### src/hdl/multi_channel_servo_pulse_generator_defines.svh
// ----------------------------------------------------------------------------
// Servo pulse generator assertion macros
// Concurrent assertion wrappers that compile away in synthesis.
// ----------------------------------------------------------------------------
`ifndef MULTI_CHANNEL_SERVO_PULSE_GENERATOR_DEFINES_SVH
`define MULTI_CHANNEL_SERVO_PULSE_GENERATOR_DEFINES_SVH

`ifndef SYNTHESIS

// Consequent must hold in the same cycle as the antecedent.
`define MCSP_ASSERT_SAME(lbl, clk, rst_n, ant, con, msg) \
    lbl: assert property (@(posedge clk) disable iff (!rst_n) (ant) |-> (con)) \
        else $error(msg);

// Consequent must hold in the cycle after the antecedent.
`define MCSP_ASSERT_NEXT(lbl, clk, rst_n, ant, con, msg) \
    lbl: assert property (@(posedge clk) disable iff (!rst_n) (ant) |=> (con)) \
        else $error(msg);

`else

`define MCSP_ASSERT_SAME(lbl, clk, rst_n, ant, con, msg)
`define MCSP_ASSERT_NEXT(lbl, clk, rst_n, ant, con, msg)

`endif

`endif

### src/hdl/mcsp_pkg.sv
// ----------------------------------------------------------------------------
// Servo pulse generator package
// Item types, codes and fixed constants shared by the generator modules.
// ----------------------------------------------------------------------------
`default_nettype none

package mcsp_pkg;

    // Item kinds carried on tuser.
    localparam logic KIND_TICK = 1'b0;
    localparam logic KIND_CMD  = 1'b1;

    // Configuration register indexes.
    localparam logic [1:0] REG_FRAME_TICKS = 2'd0;
    localparam logic [1:0] REG_MIN_PULSE   = 2'd1;
    localparam logic [1:0] REG_MAX_PULSE   = 2'd2;

    localparam logic [15:0] FRAME_TICKS_RESET = 16'd20000;
    localparam logic [11:0] MIN_PULSE_RESET   = 12'd350;
    localparam logic [11:0] MAX_PULSE_RESET   = 12'd2450;
    localparam logic [11:0] WIDTH_RESET       = 12'd1000;

    // Position range.
    localparam logic signed [11:0] POS_MIN    = -12'sd1000;
    localparam logic signed [11:0] POS_MAX    = 12'sd1000;
    localparam logic signed [12:0] POS_OFFSET = 13'sd1000;
    localparam logic [10:0]        POS_SPAN   = 11'd2000;

    // Division by 2000 is a shift by 4 followed by an exact reciprocal
    // multiply for division by 125 over a 19-bit dividend.
    localparam int          PRE_SHIFT   = 4;
    localparam int          RECIP_SHIFT = 26;
    localparam logic [19:0] RECIP_125   = 20'd536871;

    typedef struct packed {
        logic        kind;
        logic [2:0]  ch;
        logic [10:0] offs;
    } item_t;

    typedef struct packed {
        logic        kind;
        logic [2:0]  ch;
        logic        neg;
        logic [18:0] mag;
    } prod_t;

    typedef struct packed {
        logic        kind;
        logic [2:0]  ch;
        logic        neg;
        logic [11:0] quot;
    } map_t;

endpackage

`default_nettype wire

### src/hdl/multi_channel_servo_pulse_generator.sv
// ----------------------------------------------------------------------------
// Multi-channel servo pulse generator
// Frame counter and per-channel pulse widths driven by tick and command items.
// ----------------------------------------------------------------------------
// Usage:
// Each slave transaction is either a one-microsecond tick (tuser low) or a
// position command (tuser high) that sets one channel's pulse width from a
// position in -1000..1000. Every transaction yields exactly one master
// transaction: the pin levels of all channels and, for a tick, a flag on
// tuser that marks the first tick of a frame.
// A transaction is accepted every cycle unless the pipeline is stalled. The
// accepting edge loads the first mapping stage, the transaction then moves
// through the second and third stages, and the output register load applies
// the state update. The configuration channel is always ready; it is to be
// written by the user only while the block is idle; the block does not
// enforce this. Reset restores the register defaults, clears the frame
// counter and sets every width to 1000 microseconds.
// When the receiver stalls, the output register holds its transaction, the
// mapping stages fill up, and slave tready drops once all of them are full.
// ----------------------------------------------------------------------------
`default_nettype none
`include "multi_channel_servo_pulse_generator_defines.svh"

module multi_channel_servo_pulse_generator #(
    parameter int CHANNELS = 3
) (
    input  wire         clk,
    input  wire         rst_n,
    input  wire         s_tvalid,
    output logic        s_tready,
    input  wire  [15:0] s_tdata,   // [2:0] channel, [14:3] position, [15] zero
    input  wire         s_tuser,   // [0] kind
    output logic        m_tvalid,
    input  wire         m_tready,
    output logic [7:0]  m_tdata,   // [2:0] pins, [7:3] zero
    output logic        m_tuser,   // [0] frame_start
    input  wire         cfg_valid,
    output logic        cfg_ready,
    input  wire  [1:0]  cfg_index,
    input  wire  [15:0] cfg_data
);

    localparam int PIN_COUNT = (CHANNELS < 3) ? CHANNELS : 3;

    logic [15:0] frame_ticks_reg;
    logic [11:0] min_pulse_reg;
    logic [11:0] max_pulse_reg;
    logic [15:0] tick_count_reg, tick_count_next;
    logic [11:0] widths_reg [CHANNELS];
    logic [11:0] widths_next [CHANNELS];
    logic        m_tvalid_reg, m_tvalid_next;
    logic [7:0]  m_tdata_reg, m_tdata_next;
    logic        m_tuser_reg, m_tuser_next;

    logic           map_valid;
    logic           out_ld;
    mcsp_pkg::map_t map_item;

    logic        upd;
    logic        is_cmd;
    logic [12:0] quot_ext;
    logic [12:0] new_w_full;
    logic [11:0] new_w;
    logic [2:0]  pins_c;
    logic [16:0] tick_inc;
    logic        wrap;

    assign out_ld    = !m_tvalid_reg || m_tready;
    assign cfg_ready = 1'b1;

    mcsp_pos_map #(
        .CHANNELS (CHANNELS)
    ) u_map (
        .clk         (clk),
        .rst_n       (rst_n),
        .in_valid    (s_tvalid),
        .in_ready    (s_tready),
        .in_kind     (s_tuser),
        .in_channel  (s_tdata[2:0]),
        .in_position ($signed(s_tdata[14:3])),
        .min_pulse   (min_pulse_reg),
        .max_pulse   (max_pulse_reg),
        .out_valid   (map_valid),
        .out_ready   (out_ld),
        .out_item    (map_item)
    );

    always_comb
    begin
        upd        = map_valid && out_ld;
        is_cmd     = map_item.kind == mcsp_pkg::KIND_CMD;
        quot_ext   = {1'b0, map_item.quot};
        new_w_full = {1'b0, min_pulse_reg} + (map_item.neg ? 13'(-quot_ext) : quot_ext);
        new_w      = new_w_full[11:0];

        // A command's own result already sees its new width.
        pins_c = '0;
        for (int n = 0; n < PIN_COUNT; n++)
        begin
            if (is_cmd && map_item.ch == 3'(n))
            begin
                pins_c[n] = tick_count_reg >= {4'b0, new_w};
            end
            else
            begin
                pins_c[n] = tick_count_reg >= {4'b0, widths_reg[n]};
            end
        end

        tick_inc = {1'b0, tick_count_reg} + 17'd1;
        wrap     = tick_inc >= {1'b0, frame_ticks_reg};

        widths_next     = widths_reg;
        tick_count_next = tick_count_reg;
        m_tdata_next    = m_tdata_reg;
        m_tuser_next    = m_tuser_reg;
        m_tvalid_next   = out_ld ? map_valid : m_tvalid_reg;
        if (upd)
        begin
            m_tdata_next = 8'(pins_c);
            if (is_cmd)
            begin
                m_tuser_next = 1'b0;
                for (int n = 0; n < CHANNELS; n++)
                begin
                    if (map_item.ch == 3'(n))
                    begin
                        widths_next[n] = new_w;
                    end
                end
            end
            else
            begin
                m_tuser_next    = tick_count_reg == '0;
                tick_count_next = wrap ? '0 : tick_inc[15:0];
            end
        end
    end

    always_ff @(posedge clk or negedge rst_n)
    begin
        if (!rst_n)
        begin
            frame_ticks_reg <= mcsp_pkg::FRAME_TICKS_RESET;
            min_pulse_reg   <= mcsp_pkg::MIN_PULSE_RESET;
            max_pulse_reg   <= mcsp_pkg::MAX_PULSE_RESET;
            tick_count_reg  <= '0;
            for (int n = 0; n < CHANNELS; n++)
            begin
                widths_reg[n] <= mcsp_pkg::WIDTH_RESET;
            end
            m_tvalid_reg    <= 1'b0;
        end
        else
        begin
            if (cfg_valid)
            begin
                case (cfg_index)
                    mcsp_pkg::REG_FRAME_TICKS: frame_ticks_reg <= cfg_data;
                    mcsp_pkg::REG_MIN_PULSE:   min_pulse_reg   <= cfg_data[11:0];
                    mcsp_pkg::REG_MAX_PULSE:   max_pulse_reg   <= cfg_data[11:0];
                    default:                   ;
                endcase
            end
            tick_count_reg <= tick_count_next;
            widths_reg     <= widths_next;
            m_tvalid_reg   <= m_tvalid_next;
        end
    end

    always_ff @(posedge clk)
    begin
        m_tdata_reg <= m_tdata_next;
        m_tuser_reg <= m_tuser_next;
    end

    assign m_tvalid = m_tvalid_reg;
    assign m_tdata  = m_tdata_reg;
    assign m_tuser  = m_tuser_reg;

    `MCSP_ASSERT_NEXT(a_stall_holds_count, clk, rst_n,
        m_tvalid_reg && !m_tready, $stable(tick_count_reg),
        "frame counter moved while the output was stalled")

    `MCSP_ASSERT_NEXT(a_cmd_holds_count, clk, rst_n,
        upd && is_cmd, $stable(tick_count_reg),
        "position command advanced the frame counter")

    `MCSP_ASSERT_NEXT(a_wrap_to_zero, clk, rst_n,
        upd && !is_cmd && wrap, tick_count_reg == '0,
        "frame counter did not wrap at the end of the frame")

    `MCSP_ASSERT_SAME(a_start_only_at_zero, clk, rst_n,
        upd && !is_cmd && tick_count_reg != '0, m_tuser_next == 1'b0,
        "frame start flagged away from the first tick")

endmodule

`default_nettype wire

### src/hdl/mcsp_pos_map.sv
// ----------------------------------------------------------------------------
// Position mapping pipeline
// Clamps a transaction's channel and position and computes the signed
// quotient (max - min) * (pos + 1000) / 2000 over three register stages.
// ----------------------------------------------------------------------------
`default_nettype none

module mcsp_pos_map #(
    parameter int CHANNELS = 3
) (
    input  wire                 clk,
    input  wire                 rst_n,
    input  wire                 in_valid,
    output logic                in_ready,
    input  wire                 in_kind,
    input  wire  [2:0]          in_channel,
    input  wire  signed [11:0]  in_position,
    input  wire  [11:0]         min_pulse,
    input  wire  [11:0]         max_pulse,
    output logic                out_valid,
    input  wire                 out_ready,
    output mcsp_pkg::map_t      out_item
);

    mcsp_pkg::item_t s1_reg, s1_next;
    mcsp_pkg::prod_t s2_reg, s2_next;
    mcsp_pkg::map_t  s3_reg, s3_next;
    logic            v1_reg, v2_reg, v3_reg;
    logic            ld1, ld2, ld3;

    logic signed [12:0] pos_ext;
    logic signed [12:0] span_diff;
    logic signed [24:0] prod;
    logic        [24:0] prod_abs;
    logic        [38:0] recip_prod;

    assign ld3      = !v3_reg || out_ready;
    assign ld2      = !v2_reg || ld3;
    assign ld1      = !v1_reg || ld2;
    assign in_ready = ld1;

    // Stage 1: clamp channel and position.
    always_comb
    begin
        pos_ext      = $signed({in_position[11], in_position}) + mcsp_pkg::POS_OFFSET;
        s1_next.kind = in_kind;
        if ({1'b0, in_channel} >= 4'(CHANNELS))
        begin
            s1_next.ch = 3'(CHANNELS - 1);
        end
        else
        begin
            s1_next.ch = in_channel;
        end
        if (in_position < mcsp_pkg::POS_MIN)
        begin
            s1_next.offs = '0;
        end
        else if (in_position > mcsp_pkg::POS_MAX)
        begin
            s1_next.offs = mcsp_pkg::POS_SPAN;
        end
        else
        begin
            s1_next.offs = pos_ext[10:0];
        end
    end

    // Stage 2: signed product of the span and the offset position.
    always_comb
    begin
        span_diff    = $signed({1'b0, max_pulse}) - $signed({1'b0, min_pulse});
        prod         = span_diff * $signed({1'b0, s1_reg.offs});
        prod_abs     = prod[24] ? 25'(-prod) : 25'(prod);
        s2_next.kind = s1_reg.kind;
        s2_next.ch   = s1_reg.ch;
        s2_next.neg  = prod[24];
        s2_next.mag  = prod_abs[22:mcsp_pkg::PRE_SHIFT];
    end

    // Stage 3: magnitude divided by 125 through the reciprocal.
    always_comb
    begin
        recip_prod   = 39'(s2_reg.mag) * 39'(mcsp_pkg::RECIP_125);
        s3_next.kind = s2_reg.kind;
        s3_next.ch   = s2_reg.ch;
        s3_next.neg  = s2_reg.neg;
        s3_next.quot = recip_prod[mcsp_pkg::RECIP_SHIFT +: 12];
    end

    always_ff @(posedge clk or negedge rst_n)
    begin
        if (!rst_n)
        begin
            v1_reg <= 1'b0;
            v2_reg <= 1'b0;
            v3_reg <= 1'b0;
        end
        else
        begin
            if (ld1)
            begin
                v1_reg <= in_valid;
            end
            if (ld2)
            begin
                v2_reg <= v1_reg;
            end
            if (ld3)
            begin
                v3_reg <= v2_reg;
            end
        end
    end

    always_ff @(posedge clk)
    begin
        if (ld1)
        begin
            s1_reg <= s1_next;
        end
        if (ld2)
        begin
            s2_reg <= s2_next;
        end
        if (ld3)
        begin
            s3_reg <= s3_next;
        end
    end

    assign out_valid = v3_reg;
    assign out_item  = s3_reg;

endmodule

`default_nettype wire
### config.mk
export PLATFORM = sky130hd
export DESIGN_NAME = multi_channel_servo_pulse_generator
export DESIGN_NICKNAME = d
export VERILOG_FILES = /design/src/hdl/mcsp_pkg.sv /design/src/hdl/multi_channel_servo_pulse_generator.sv /design/src/hdl/mcsp_pos_map.sv
export VERILOG_INCLUDE_DIRS = /design/src /design/src/hdl
export SDC_FILE = /design/constraint.sdc
export NUM_CORES = 1
export LEC_CHECK = 0
export BUFFER_PORTS_ARGS = -buffer_cell sky130_fd_sc_hd__buf_2
export CAP_MARGIN = 20
export CELL_PAD_IN_SITES_DETAIL_PLACEMENT = 2
export CELL_PAD_IN_SITES_GLOBAL_PLACEMENT = 2
export CORE_ASPECT_RATIO = 1.75
export CORE_MARGIN = 2
export CORE_UTILIZATION = 30
export DETAILED_ROUTE_END_ITERATION = 6
export HOLD_SLACK_MARGIN = 0.08
export PLACE_DENSITY_LB_ADDON = 0.1
export SETUP_SLACK_MARGIN = 0.3
export SYNTH_ARGS = -nofsm -noshare
export SYNTH_HDL_FRONTEND = slang
export SYNTH_SLANG_ARGS = --single-unit
### constraint.sdc
create_clock -name clk -period 10.2 [get_ports clk]
set_input_delay 1.53 -clock clk [delete_from_list [all_inputs] [get_ports clk]]
set_output_delay 1.53 -clock clk [all_outputs]
set_load 0.01 [all_outputs]
==> impl_results.md <==
* CORE AREA at 65500 um2
* Max-Cap Viols at 0
* Top_reg_cell synth: dfrtp_1
* Clk Latency, worst-skew pair at 0.48 ns
* Achievable Freq at roughly 0.11 GHz
* Quantity of hold-fixing buffers added after cts at 0
* Final TNS setup at 0 ns
* Final-report hold violation count at 0
* Post-synthesis cell count at 2061
* Diode count at 0
* Max reg flops at 36
* TritonCTS clock tree: yes
* Worst R2R Path Depth at 30
* Clk sink count at 156
* Avg Vias per Cell at 4.82
* Min Hold Slack at roughly 0.41 ns
* Final period util at 0.909
* Clock root cell: clkbuf_16
* Drt drc at 0
* Outcome: complete, no violations
* CP dominant cell by count: inv_1
* Pins over their slew limit at 0
* Min cycle time layout at ~9.3 ns
* Worst slew margin at 0.294
* Avg Inst Size Synth at 9.65 um2
* Least-Margin Pin Slew at 1.05 ns
* # resized after CTS at 0
* Crit path required time at 10.41 ns
* Worst Skew at 0.0241 ns
* Slowest library cell on the worst path: dfstp_2
* Gp weighted congestion at 0.785
* Number of global-route vias before repair at approximately 17k
* YS warnings at 0
* First-pass GRT wire length at roughly 95000 um
* Cell Area, Synth at 19900 um2
* Yosys reg bits at 156
* # port buffers at 44
* ANT nets after route at 0
* Cell row count at 124
* Routed length on met1 at 20500 um
* Top sig layer: met4
* Wirelength per Cell at 19.7 um
* Via count at 14.4k
* Drt pass-1 iters at 4
* Crit path from: min_pulse_reg[1]$_DFFE_PN1P_
* Share of layout cells above drive strength 1 at 0.0913
* Critical path's largest stage delay at 0.65 ns
* Pin count of the biggest net entering global routing at 51
* Initial DRC count at between 400 and 500
* Dominant cell type by area after synthesis: fa_1
* Synth top area share at 0.218
* H-tree depth at 4
* Buffer depth of the longest clock path at 2
* Die Area at 68400 um2
* Hold Path Class: flop to flop
* Ranking of synthesized cells by area: fa_1 (22%), ha_1 (19%), edfxtp_1 (9.1%)
* Placed cells at 2954
* Critical path endpoint category: flop
* Die Y at ~340 um
* Overflow after GRT at 0
* RR Startpoint: min_pulse_reg[1]$_DFFE_PN1P_
* Nets@finish at 2657
* CTS buffer count at 17
* Setup Buffers After CTS at 0
* DPL Wire Length at 50300 um
* I/O pins at 52
* Kind of critical path: flop to flop
* Worst path arrival time at 9.48 ns
* EDFF count, synth at 60
* R2R Setup Slk at 0.93 ns
* Max FO, Critical Path at 13
* Post-route setup slack at 0.927 ns
* Post-Place Worst Slack at roughly 0.8 ns
* Antenna violations before repair at 0
* Die Width at 199 um
* DR WL met2 at 35200 um
* Area delta synth->final at 9.39%
* Final Non-Filler Cells at 2986
* WL final at 58700 um
* RR Endpoint: u_map.s2_reg[6]$_DFFE_PP_
* RSZ-0062 raised after global routing: no
* Worst setup SP type: flop
* Critical Path End: u_map.s2_reg[6]$_DFFE_PP_
* Starting Density at 0.304
* Final Setup Violations at 0
* Clock transition at path regs at around 0.08 ns
* Async set-or-reset flop fraction in the synthesized netlist at 0.615
* GRT Total Usage at 0.185
* Netlist cell types at between 70 and 80
* Sequential-to-total area share from yosys stat at 0.214
* Met3 Wirelength at just over 700 um
## area by class of cell
class | count | area [um2]
Clock buffer | 19 | 433
Multi-Input combinational cell | 1421 | 13800
Clock inverter | 13 | 186
Sequential cell | 156 | 4250
Tap cell | 882 | 1100
Fill cell | 7311 | 43700
Timing Repair Buffer | 60 | 343
Inverter | 435 | 1630
## cells in the final DEF (no fill, tap or decap), types with 10 or more instances in the layout
cell type and count:
inv_1 434, clkbuf_16 17, xor2_1 23, fa_1 217, o21ai_0 86, nand4_1 12, nand2_1 177, dfstp_2 34
buf_2 43, ha_1 309, xnor2_1 66, or2_2 10, a22o_1 13, mux2_2 44, nor2_1 59, nand2b_1 36
edfxtp_1 60, a21o_1 37, nor2b_1 35, dfrtp_1 62, buf_4 17, and3_1 11, a21oi_1 49, nor3_1 24
o211ai_1 12, and2_1 43, a211oi_1 12, nand3_1 18
## worst max-delay path: cells and delay by family (launching register included)
kind / cells / cell delay, ns
AOI/OAI and AO/OA: 11 / 2.93
muxes: 1 / 0.41
and+or+nand+nor: 3 / 0.57
DFF: 1 / 0.65
xor gates and xnor gates: 1 / 0.18
buffers and inverters: 7 / 0.91
adders and majority gates: 7 / 3.35
## routing by layer
layer | track usage | vias to the layer above
met3 | 0.0149 | 71
met2 | 0.387 | 112
met4 | 0.0762 | 0
met5 | 0 | -
met1 | 0.179 | 7460
li1 | - | 6744
## per-stage QoR
stage	area, um2	util
2_1_floorplan	19900	-
3_3_place_gp	21100	0.323
3_5_place_dp	21100	0.323
4_1_cts	21800	0.332
5_1_grt	21800	0.332
6_report	21800	0.332
## kinds of logic (layout without fill, tap and decap cells)
group           count (synthesis)  in the layout  synth area share
compound gates                289            289            0.0962
flops                         156            156             0.214
fa+ha+maj                     526            526             0.413
xor+xnor                       89             89            0.0392
simple gates                  463            463             0.118
mux                            47             47            0.0264
other cells                     2              7          0.000378
buf+inv                       489            527            0.0937
## worst min path at each step
stage	start	end	slack [ns]	cells past startpoint
after CTS	u_map.s1_reg[13]$_SDFFCE_PP0P_	u_map.s2_reg[22]$_DFFE_PP_	0.42	0
after detailed placement	u_map.s1_reg[11]$_SDFFCE_PP0P_	u_map.s2_reg[20]$_DFFE_PP_	0.41	0
after global placement	u_map.s2_reg[22]$_DFFE_PP_	u_map.out_item[15]$_DFFE_PP_	0.40	0
final	u_map.s1_reg[13]$_SDFFCE_PP0P_	u_map.s2_reg[22]$_DFFE_PP_	0.41	0
after floorplan	u_map.s2_reg[19]$_DFFE_PP_	u_map.out_item[12]$_DFFE_PP_	0.40	0
after global routing	u_map.s1_reg[13]$_SDFFCE_PP0P_	u_map.s2_reg[22]$_DFFE_PP_	0.43	0
## cell usage after synthesis, types with 5 or more instances
library cell / n
a211oi_1: 12
a21o_1: 37
a21oi_1: 49
a22o_1: 13
a31oi_1: 8
a41oi_1: 5
and2_1: 43
and3_1: 11
buf_4: 7
clkbuf_1: 44
dfrtp_1: 62
dfstp_2: 34
edfxtp_1: 60
fa_1: 217
ha_1: 309
inv_1: 434
mux2_2: 44
nand2_1: 177
nand2b_1: 36
nand3_1: 18
nand4_1: 12
nor2_1: 59
nor2b_1: 35
nor3_1: 24
nor3b_1: 6
nor4_1: 6
o211ai_1: 12
o21a_1: 7
o21ai_0: 86
o31ai_1: 8
or2_2: 10
xnor2_1: 66
xor2_1: 23
Power is left out: the tool's default activity adds up to more than one toggle a clock period on the data nets, which glitch-free logic cannot reach.
